`src/rtl/core/aci_pkg.sv`:
```
package aci_pkg;

  localparam int TABLE_LEN = 12;
  localparam int IDX_W     = 4;
  localparam int BP_W      = 12;
  localparam int RANGE_W   = 24;
  localparam int OFF_W     = 20;
  localparam int RECIP_W   = 22;
  localparam int PROD_W    = OFF_W + RECIP_W;
  localparam int T_W       = 17;
  localparam int CONST_W   = 16;
  localparam int LIN_W     = 24;
  localparam int QUAD_W    = 32;

  localparam logic [T_W-1:0] T_ONE = 17'h10000;

  localparam logic [BP_W-1:0] BP_DIST [TABLE_LEN] = '{
    12'd7, 12'd13, 12'd20, 12'd32, 12'd50, 12'd65,
    12'd100, 12'd160, 12'd200, 12'd325, 12'd600, 12'd3250
  };

  localparam logic [CONST_W-1:0] CONST_Q15 [TABLE_LEN] = '{
    16'd32768, 16'd32768, 16'd32768, 16'd32768, 16'd32768, 16'd32768,
    16'd32768, 16'd32768, 16'd32768, 16'd32768, 16'd32768, 16'd32768
  };

  localparam logic [LIN_W-1:0] LIN_Q23 [TABLE_LEN] = '{
    24'd5872026, 24'd2936013, 24'd1845494, 24'd1174405, 24'd754975, 24'd587203,
    24'd377487, 24'd226492, 24'd184549, 24'd117441, 24'd58720, 24'd11744
  };

  localparam logic [QUAD_W-1:0] QUAD_Q30 [TABLE_LEN] = '{
    32'd1932735283, 32'd472446403, 32'd214748365, 32'd75161928,
    32'd34359738, 32'd18253611, 32'd8053064, 32'd3006477,
    32'd2040109, 32'd751619, 32'd214748, 32'd7516
  };

  localparam logic [RECIP_W-1:0] SEG_RECIP [TABLE_LEN-1] = '{
    22'd2796203, 22'd2396745, 22'd1398101, 22'd932068, 22'd1118481, 22'd479349,
    22'd279620, 22'd419430, 22'd134218, 22'd61007, 22'd6331
  };

  typedef struct packed {
    logic [RANGE_W-1:0] light;
    logic [IDX_W-1:0]   lo;
    logic [OFF_W-1:0]   off;
    logic               full;
  } seg_word_t;

  function automatic logic [32:0] lerp_fin(input logic [31:0] a, input logic [63:0] p,
                                           input logic neg);
    logic [63:0] dr;
    logic [63:0] s;
    begin
      dr = (p + 64'd32768) >> 16;
      s  = {32'd0, a} + dr;
      if (!neg) begin
        lerp_fin = s[32:0];
      end else if (dr > {32'd0, a}) begin
        lerp_fin = 33'd0;
      end else begin
        lerp_fin = {1'b0, a - dr[31:0]};
      end
    end
  endfunction

endpackage

```
`src/rtl/core/attenuation_curve_interpolator.sv`:
```
// Point-light attenuation from a Q16.8 light range: the range is classified
// against a fixed table of breakpoints (7 to 3250) and the constant (Q1.15),
// linear (Q1.23) and quadratic (Q2.30) terms are interpolated linearly inside
// the segment, with the end entries returned outside the table. One light is
// accepted per clock while the output is not stalled; out_valid for a light
// rises once it has passed the classify register, which loads at the edge
// that accepts it, one queue slot and four arithmetic stages ending in the
// output register. The two-entry queue between the classifier and the
// arithmetic pipeline absorbs output stalls. NUM_BREAKPOINTS selects how
// many leading table entries are used and is limited to 2..12.
module attenuation_curve_interpolator #(
  parameter int NUM_BREAKPOINTS = 12
) (
  input  logic                          clk,
  input  logic                          rst_n,
  input  logic                          in_valid,
  output logic                          in_ready,
  input  logic [aci_pkg::RANGE_W-1:0]   in_light_range,
  output logic                          out_valid,
  input  logic                          out_ready,
  output logic [aci_pkg::RANGE_W-1:0]   out_range_echo,
  output logic [aci_pkg::CONST_W-1:0]   out_constant_term,
  output logic [aci_pkg::LIN_W-1:0]     out_linear_term,
  output logic [aci_pkg::QUAD_W-1:0]    out_quadratic_term
);

  localparam int ACTIVE_POINTS =
    (NUM_BREAKPOINTS > aci_pkg::TABLE_LEN) ? aci_pkg::TABLE_LEN :
    ((NUM_BREAKPOINTS < 2) ? 2 : NUM_BREAKPOINTS);

  logic               f_valid;
  logic               f_ready;
  aci_pkg::seg_word_t f_word;
  logic               q_valid;
  logic               q_ready;
  aci_pkg::seg_word_t q_word;

  aci_front #(
    .ACTIVE_POINTS(ACTIVE_POINTS)
  ) u_front (
    .clk           (clk),
    .rst_n         (rst_n),
    .in_valid      (in_valid),
    .in_ready      (in_ready),
    .in_light_range(in_light_range),
    .word_valid    (f_valid),
    .word_ready    (f_ready),
    .word          (f_word)
  );

  aci_queue u_queue (
    .clk       (clk),
    .rst_n     (rst_n),
    .push_valid(f_valid),
    .push_ready(f_ready),
    .push_word (f_word),
    .pop_valid (q_valid),
    .pop_ready (q_ready),
    .pop_word  (q_word)
  );

  aci_back u_back (
    .clk               (clk),
    .rst_n             (rst_n),
    .word_valid        (q_valid),
    .word_ready        (q_ready),
    .word              (q_word),
    .out_valid         (out_valid),
    .out_ready         (out_ready),
    .out_range_echo    (out_range_echo),
    .out_constant_term (out_constant_term),
    .out_linear_term   (out_linear_term),
    .out_quadratic_term(out_quadratic_term)
  );

endmodule

```
`src/rtl/core/aci_front.sv`:
```
module aci_front #(
  parameter int ACTIVE_POINTS = 12
) (
  input  logic                          clk,
  input  logic                          rst_n,
  input  logic                          in_valid,
  output logic                          in_ready,
  input  logic [aci_pkg::RANGE_W-1:0]   in_light_range,
  output logic                          word_valid,
  input  logic                          word_ready,
  output aci_pkg::seg_word_t            word
);

  logic                        valid_r;
  logic                        valid_nxt;
  aci_pkg::seg_word_t          word_r;
  aci_pkg::seg_word_t          word_nxt;
  logic [aci_pkg::IDX_W-1:0]   lo_c;
  logic                        found_c;
  logic                        low_c;
  logic                        high_c;
  logic [aci_pkg::RANGE_W-1:0] off_c;

  always_comb begin
    lo_c    = aci_pkg::IDX_W'(ACTIVE_POINTS - 2);
    found_c = 1'b0;
    for (int i = 0; i < ACTIVE_POINTS - 1; i++) begin
      if (!found_c &&
          in_light_range <= aci_pkg::RANGE_W'({aci_pkg::BP_DIST[i+1], 8'h00})) begin
        lo_c    = aci_pkg::IDX_W'(i);
        found_c = 1'b1;
      end
    end
    low_c  = in_light_range <= aci_pkg::RANGE_W'({aci_pkg::BP_DIST[0], 8'h00});
    high_c = in_light_range >=
             aci_pkg::RANGE_W'({aci_pkg::BP_DIST[ACTIVE_POINTS-1], 8'h00});
    off_c  = in_light_range - aci_pkg::RANGE_W'({aci_pkg::BP_DIST[lo_c], 8'h00});

    word_nxt.light = in_light_range;
    word_nxt.lo    = lo_c;
    word_nxt.off   = off_c[aci_pkg::OFF_W-1:0];
    word_nxt.full  = 1'b0;
    if (low_c) begin
      word_nxt.lo  = '0;
      word_nxt.off = '0;
    end else if (high_c) begin
      word_nxt.lo   = aci_pkg::IDX_W'(ACTIVE_POINTS - 2);
      word_nxt.off  = '0;
      word_nxt.full = 1'b1;
    end
  end

  assign in_ready   = !valid_r || word_ready;
  assign valid_nxt  = in_ready ? in_valid : valid_r;
  assign word_valid = valid_r;
  assign word       = word_r;

  always_ff @(posedge clk) begin
    if (!rst_n) begin
      valid_r <= 1'b0;
    end else begin
      valid_r <= valid_nxt;
    end
  end

  always_ff @(posedge clk) begin
    if (in_valid && in_ready) begin
      word_r <= word_nxt;
    end
  end

endmodule

```
`src/rtl/core/aci_queue.sv`:
```
module aci_queue (
  input  logic               clk,
  input  logic               rst_n,
  input  logic               push_valid,
  output logic               push_ready,
  input  aci_pkg::seg_word_t push_word,
  output logic               pop_valid,
  input  logic               pop_ready,
  output aci_pkg::seg_word_t pop_word
);

  aci_pkg::seg_word_t mem_r [2];
  logic [1:0]         count_r;
  logic [1:0]         count_nxt;
  logic               wr_ptr_r;
  logic               rd_ptr_r;
  logic               push_c;
  logic               pop_c;

  assign push_ready = count_r != 2'd2;
  assign pop_valid  = count_r != 2'd0;
  assign pop_word   = mem_r[rd_ptr_r];
  assign push_c     = push_valid && push_ready;
  assign pop_c      = pop_valid && pop_ready;

  always_comb begin
    count_nxt = count_r;
    if (push_c && !pop_c) begin
      count_nxt = count_r + 2'd1;
    end else if (pop_c && !push_c) begin
      count_nxt = count_r - 2'd1;
    end
  end

  always_ff @(posedge clk) begin
    if (!rst_n) begin
      count_r  <= 2'd0;
      wr_ptr_r <= 1'b0;
      rd_ptr_r <= 1'b0;
    end else begin
      count_r <= count_nxt;
      if (push_c) begin
        wr_ptr_r <= !wr_ptr_r;
      end
      if (pop_c) begin
        rd_ptr_r <= !rd_ptr_r;
      end
    end
  end

  always_ff @(posedge clk) begin
    if (push_c) begin
      mem_r[wr_ptr_r] <= push_word;
    end
  end

endmodule

```
`src/rtl/core/aci_back.sv`:
```
module aci_back (
  input  logic                          clk,
  input  logic                          rst_n,
  input  logic                          word_valid,
  output logic                          word_ready,
  input  aci_pkg::seg_word_t            word,
  output logic                          out_valid,
  input  logic                          out_ready,
  output logic [aci_pkg::RANGE_W-1:0]   out_range_echo,
  output logic [aci_pkg::CONST_W-1:0]   out_constant_term,
  output logic [aci_pkg::LIN_W-1:0]     out_linear_term,
  output logic [aci_pkg::QUAD_W-1:0]    out_quadratic_term
);

  localparam int PC_W = aci_pkg::CONST_W + aci_pkg::T_W;
  localparam int PL_W = aci_pkg::LIN_W + aci_pkg::T_W;
  localparam int PQ_W = aci_pkg::QUAD_W + aci_pkg::T_W;

  logic                          en;

  logic                          v1_r;
  logic [aci_pkg::RANGE_W-1:0]   dist1_r;
  logic [aci_pkg::IDX_W-1:0]     lo1_r;
  logic                          full1_r;
  logic [aci_pkg::PROD_W-1:0]    prod1_r;

  logic                          v2_r;
  logic [aci_pkg::RANGE_W-1:0]   dist2_r;
  logic [aci_pkg::IDX_W-1:0]     lo2_r;
  logic [aci_pkg::T_W-1:0]       t2_r;
  logic [aci_pkg::T_W-1:0]       t2_nxt;
  logic [aci_pkg::PROD_W:0]      rnd_c;

  logic                          v3_r;
  logic [aci_pkg::RANGE_W-1:0]   dist3_r;
  logic [aci_pkg::CONST_W-1:0]   ac3_r;
  logic [aci_pkg::LIN_W-1:0]     al3_r;
  logic [aci_pkg::QUAD_W-1:0]    aq3_r;
  logic                          nc3_r;
  logic                          nl3_r;
  logic                          nq3_r;
  logic [PC_W-1:0]               pc3_r;
  logic [PL_W-1:0]               pl3_r;
  logic [PQ_W-1:0]               pq3_r;

  logic [aci_pkg::IDX_W-1:0]     hi_c;
  logic [aci_pkg::CONST_W-1:0]   ac_c;
  logic [aci_pkg::CONST_W-1:0]   bc_c;
  logic [aci_pkg::LIN_W-1:0]     al_c;
  logic [aci_pkg::LIN_W-1:0]     bl_c;
  logic [aci_pkg::QUAD_W-1:0]    aq_c;
  logic [aci_pkg::QUAD_W-1:0]    bq_c;
  logic                          nc_c;
  logic                          nl_c;
  logic                          nq_c;
  logic [aci_pkg::CONST_W-1:0]   dc_c;
  logic [aci_pkg::LIN_W-1:0]     dl_c;
  logic [aci_pkg::QUAD_W-1:0]    dq_c;

  logic [32:0]                   rc_c;
  logic [32:0]                   rl_c;
  logic [32:0]                   rq_c;

  logic                          out_valid_r;
  logic [aci_pkg::RANGE_W-1:0]   echo_r;
  logic [aci_pkg::CONST_W-1:0]   cterm_r;
  logic [aci_pkg::LIN_W-1:0]     lterm_r;
  logic [aci_pkg::QUAD_W-1:0]    qterm_r;

  assign en         = !out_valid_r || out_ready;
  assign word_ready = en;

  // t from the segment product, rounded and limited to one
  always_comb begin
    rnd_c = {1'b0, prod1_r} + (aci_pkg::PROD_W+1)'(32768);
    if (full1_r || rnd_c[aci_pkg::PROD_W:16] > (aci_pkg::PROD_W-15)'(aci_pkg::T_ONE)) begin
      t2_nxt = aci_pkg::T_ONE;
    end else begin
      t2_nxt = rnd_c[16 +: aci_pkg::T_W];
    end
  end

  always_comb begin
    hi_c = lo2_r + aci_pkg::IDX_W'(1);
    ac_c = aci_pkg::CONST_Q15[lo2_r];
    bc_c = aci_pkg::CONST_Q15[hi_c];
    al_c = aci_pkg::LIN_Q23[lo2_r];
    bl_c = aci_pkg::LIN_Q23[hi_c];
    aq_c = aci_pkg::QUAD_Q30[lo2_r];
    bq_c = aci_pkg::QUAD_Q30[hi_c];
    nc_c = bc_c < ac_c;
    nl_c = bl_c < al_c;
    nq_c = bq_c < aq_c;
    dc_c = nc_c ? ac_c - bc_c : bc_c - ac_c;
    dl_c = nl_c ? al_c - bl_c : bl_c - al_c;
    dq_c = nq_c ? aq_c - bq_c : bq_c - aq_c;
  end

  always_comb begin
    rc_c = aci_pkg::lerp_fin(32'(ac3_r), 64'(pc3_r), nc3_r);
    rl_c = aci_pkg::lerp_fin(32'(al3_r), 64'(pl3_r), nl3_r);
    rq_c = aci_pkg::lerp_fin(aq3_r, 64'(pq3_r), nq3_r);
  end

  always_ff @(posedge clk) begin
    if (!rst_n) begin
      v1_r        <= 1'b0;
      v2_r        <= 1'b0;
      v3_r        <= 1'b0;
      out_valid_r <= 1'b0;
    end else if (en) begin
      v1_r        <= word_valid;
      v2_r        <= v1_r;
      v3_r        <= v2_r;
      out_valid_r <= v3_r;
    end
  end

  always_ff @(posedge clk) begin
    if (en) begin
      dist1_r <= word.light;
      lo1_r   <= word.lo;
      full1_r <= word.full;
      prod1_r <= aci_pkg::PROD_W'(word.off) *
                 aci_pkg::PROD_W'(aci_pkg::SEG_RECIP[word.lo]);

      dist2_r <= dist1_r;
      lo2_r   <= lo1_r;
      t2_r    <= t2_nxt;

      dist3_r <= dist2_r;
      ac3_r   <= ac_c;
      al3_r   <= al_c;
      aq3_r   <= aq_c;
      nc3_r   <= nc_c;
      nl3_r   <= nl_c;
      nq3_r   <= nq_c;
      pc3_r   <= PC_W'(dc_c) * PC_W'(t2_r);
      pl3_r   <= PL_W'(dl_c) * PL_W'(t2_r);
      pq3_r   <= PQ_W'(dq_c) * PQ_W'(t2_r);

      echo_r  <= dist3_r;
      cterm_r <= (rc_c > 33'(16'hFFFF)) ? 16'hFFFF : rc_c[aci_pkg::CONST_W-1:0];
      lterm_r <= (rl_c > 33'(24'hFFFFFF)) ? 24'hFFFFFF : rl_c[aci_pkg::LIN_W-1:0];
      qterm_r <= rq_c[32] ? 32'hFFFFFFFF : rq_c[aci_pkg::QUAD_W-1:0];
    end
  end

  assign out_valid          = out_valid_r;
  assign out_range_echo     = echo_r;
  assign out_constant_term  = cterm_r;
  assign out_linear_term    = lterm_r;
  assign out_quadratic_term = qterm_r;

endmodule
```
`config.mk`:
```
export PLATFORM = sky130hd
export DESIGN_NAME = attenuation_curve_interpolator
export DESIGN_NICKNAME = d
export VERILOG_FILES = /design/src/rtl/core/aci_pkg.sv /design/src/rtl/core/attenuation_curve_interpolator.sv /design/src/rtl/core/aci_front.sv /design/src/rtl/core/aci_queue.sv /design/src/rtl/core/aci_back.sv
export SDC_FILE = /design/constraint.sdc
export NUM_CORES = 2
export LEC_CHECK = 0
export ABC_CLOCK_PERIOD_IN_PS = 16660
export BUFFER_PORTS_ARGS = -buffer_cell sky130_fd_sc_hd__buf_2
export CORE_MARGIN = 2
export CORE_UTILIZATION = 50
export DETAILED_ROUTE_END_ITERATION = 6
export GPL_TIMING_DRIVEN = 0
export PLACE_DENSITY = 0.66
export SETUP_SLACK_MARGIN = 0.5
export SYNTH_ARGS = -nofsm -noshare
export SYNTH_HDL_FRONTEND = slang
export SYNTH_HIERARCHICAL = 1
export SYNTH_SLANG_ARGS = --single-unit
```
`constraint.sdc`:
```
create_clock -name clk -period 16.66 [get_ports clk]
set_clock_uncertainty 0.1 [all_clocks]
set_input_delay 1.666 -clock clk [delete_from_list [all_inputs] [get_ports clk]]
set_output_delay 1.666 -clock clk [all_outputs]
set_load 0.1 [all_outputs]
```
==> results.md <==
* Status: finished with violations
* Failing checks: capacitance limit
* Netlist Area Pre-Place at 76300 um2
* Die Span Y at roughly 400 um
* Slowest stage cell, crit path: xnor2_1
* Vias in the first global route at 62400
* Vias per cell at 5.67
* Storage cell area at 14200 um2
* Final period util at 92.8%
* Commonest non-fill, non-tap cell in the layout: inv_1
* Initial antenna violation count at 13
* Final worst path period need at 15450 ps
* Post-synthesis mux area share at 1.69%
* Slew @ Worst Pin at between 1000 and 1500 ps
* Dpl hpwl at 199000 um
* Clk pin slew, worst setup/hold paths at 60 ps
* Hold Crit Start: u_back/dist3_r[23]
* Num CTS Buffers at 54
* Worst R2R Start: u_back/lo2_r[0]
* Slew headroom at 0.710%
* Largest family of logic cells by synthesized area: adder cells
* Die Wd at 395 um
* Placer Congestion at 0.977
* Setup Buffers After CTS at 0
* Synth Instances at 8413
* Setup crit end kind: flip-flop
* First-pass GRT wire length at 374000 um
* Routed wire length at 244000 um
* Max Slew Vio Count at 0
* Hold path cells at 0
* Top cells by area, synth: fa_1 30%, edfxtp_1 18%, ha_1 11%, inv_1 7.8%, nand2_1 5.6%
* Fin nets at approximately 10000
* Synth area leader: fa_1
* RSZ-0062 raised after global routing: false
* Async SR Flop Fraction at 0%
* Reg2reg path depth at 46
* Die area at 156000 um2
* DRC Markers at 0
* Startpoint Class: flip-flop
* Clk buf depth at 3
* Post-synthesis sequential area ratio at 18.6%
* Boundary Pins at 126
* H-tree level count at 2
* Share of cells above drive strength 1 at around 5%
* DR pass1 iterations at 6
* CP delay by family, top: adder cells
* Tot GR Track Use at 31.4%
* Yosys reg bits at about 480
* Fraction of synthesized cell area in xor and xnor cells at ~2.4%
* Worst reg2reg setup slack at 1210 ps
* Largest net degree at the start of global routing at 65
* Crit-path max FO at 10
* Fillcell total at 14000
* P&R area growth vs syn at 6.79%
* Worst path depth at 46
* CTS Hold Bufs at 0
* Worst path bufs/invs at 13
* Worst-Skew Late Latency at 690 ps
* Simple logic cell fraction of the synthesized area at between 15 and 20%
* Root buffer cell: clkbuf_16
* Final ANT Viol Nets at 0
* CTS tree: yes
* Setup_tns at 0 ps
* Num rows at between 100 and 150
* Max frequency at around 65 MHz
* Ys flop type: edfxtp_1
* Starting density of the core at 50.3%
* Crit path DAT at 15760 ps
* Min-Delay Endpoint: u_back/out_range_echo[23]
* Commonest non-fill, non-tap cells in the layout: 1584 x inv_1, 1140 x nand2_1, 1137 x fa_1, 658 x ha_1, 488 x and2_1
* Clock sinks at roughly 480
* Resize count post-CTS at 0
* Setup violations, final at 0
* Max-cap violation count at 1
* Adder-Cell Fraction of Synth Area at between 40 and 50%
* Slowest cell delay on critical path at between 1000 and 1500 ps
* Critical path startpoint: u_back/lo2_r[0]
* DR vias at about 61000
* Path type of the worst min-delay path: flip-flop to flip-flop
* Netlist cell types at 102
* Area of the multi-input gates at 54400 um2
* Port-buffer cells at 109
* Hold Fails Final Rpt at 0
* Post-synthesis compound-gate area fraction at 10.2%
* Core Region at 152000 um2
* Crit Path Class: flip-flop to flip-flop
* Initial DRC count at 5265
* Routed WL per cell at 22.8 um
* Worst r2r dst: u_back/pq3_r[46]
* Number of flops mapped to enable cells by yosys at 465
* Synth warn at 6
* Area share of the largest cell type after synthesis at 29.8%
* Critical Path RT at 16960 ps
* Residual overflow from global routing at 0
* Syn avg cell area at 9.07 um2
==> worst register-to-register path, delay by kind of cell (launching register included) <==
kind,cells,cell delay (ps)
simple gates,6,1130
xor+xnor,2,1220
buf+inv,13,3130
fa+ha+maj,10,4310
flops,1,750
mux,1,330
compound gates,14,4220
==> final cells by class <==
class	count	share of cell area, %
Timing Repair Buffer	117	0.912
Clock buffer	72	1.83
Antenna cell	3	0.00921
Inverter	1592	7.33
Sequential cell	475	17.4
Tap cell	2030	3.12
Clock inverter	27	0.393
Multi-Input combinational cell	5907	66.7
Buffer	453	2.29
==> routing by layer <==
metal | vias to the layer above | GRT usage [%] | share of wire [%]
li1 | 27200 | - | -
met5 | - | 0 | 0.039
met2 | 2599 | 52.2 | 47
met3 | 561 | 5.55 | 8.0
met1 | 30200 | 40.0 | 39
met4 | 12 | 14.1 | 5.4
==> stage by stage <==
stage	instance area (um2)	cells	worst slack [ps]	hold WS, ps	utilization, %
floorplan	76400	8427	3730	300	-
global placement	79500	10600	-783	305	52.4
detailed placement	79700	10600	1410	305	52.5
CTS	81500	10700	1410	309	53.7
global route	81500	10700	555	320	53.7
finish	81500	10700	1210	315	53.7
==> flip-flops by register name, summed over array words and instances, names as in the netlist, 24 cells and up, named ones only <==
signal and count:
u_back/pl3_r 26, u_back/prod1_r 27, u_queue/mem_r 98, u_front/word 49, u_back/out_quadratic_term 32, u_back/dist2_r 24
u_back/dist3_r 24, u_back/dist1_r 24, u_back/out_range_echo 24, u_back/aq3_r 29, u_back/out_linear_term 24, u_back/pq3_r 34
==> how the worst max path moves through the flow <==
stage	to	slack [ps]
2_1_floorplan	u_queue/count_r[1]	3730
3_3_place_gp	u_queue/count_r[1]	-780
3_5_place_dp	u_back/pq3_r[46]	1410
4_1_cts	u_back/pq3_r[46]	1410
5_1_grt	u_back/pq3_r[46]	550
6_report	u_back/pq3_r[46]	1210
==> cells in the mapped netlist, types with 19 or more instances <==
cell      number
edfxtp_1     465
and4_1        25
buf_4         23
a21o_1       138
nand2b_1      82
o21a_1        50
o21bai_1      57
nand3_1      110
o221ai_1      19
ha_1         658
nor2_1       330
clkbuf_1     375
a31oi_1       27
nand4_1       91
xor2_1        75
a21boi_0      21
buf_2         51
and2_1       489
inv_1       1585
o21ai_0      216
o21ai_1       29
nor3_1        96
o211ai_1      44
nor2b_1       80
mux2_2        72
xnor2_1      131
mux2i_1       44
a221oi_1      29
fa_1        1137
nand2_1     1140
a21oi_1      324
a211oi_1      48
and3_1        52
==> kinds of logic after synthesis <==
kind of cell             Yosys count
AND/OR/NAND/NOR                 2593
buffers and inverters           2045
adder cells (fa/ha/maj)         1795
AO/OA/AOI/OAI                   1177
flip-flops                       475
XOR/XNOR                         207
multiplexers                     119
other                              2
Power is left out: the tool's default activity adds up to more than one toggle a clock period on the data nets, which glitch-free logic cannot reach.
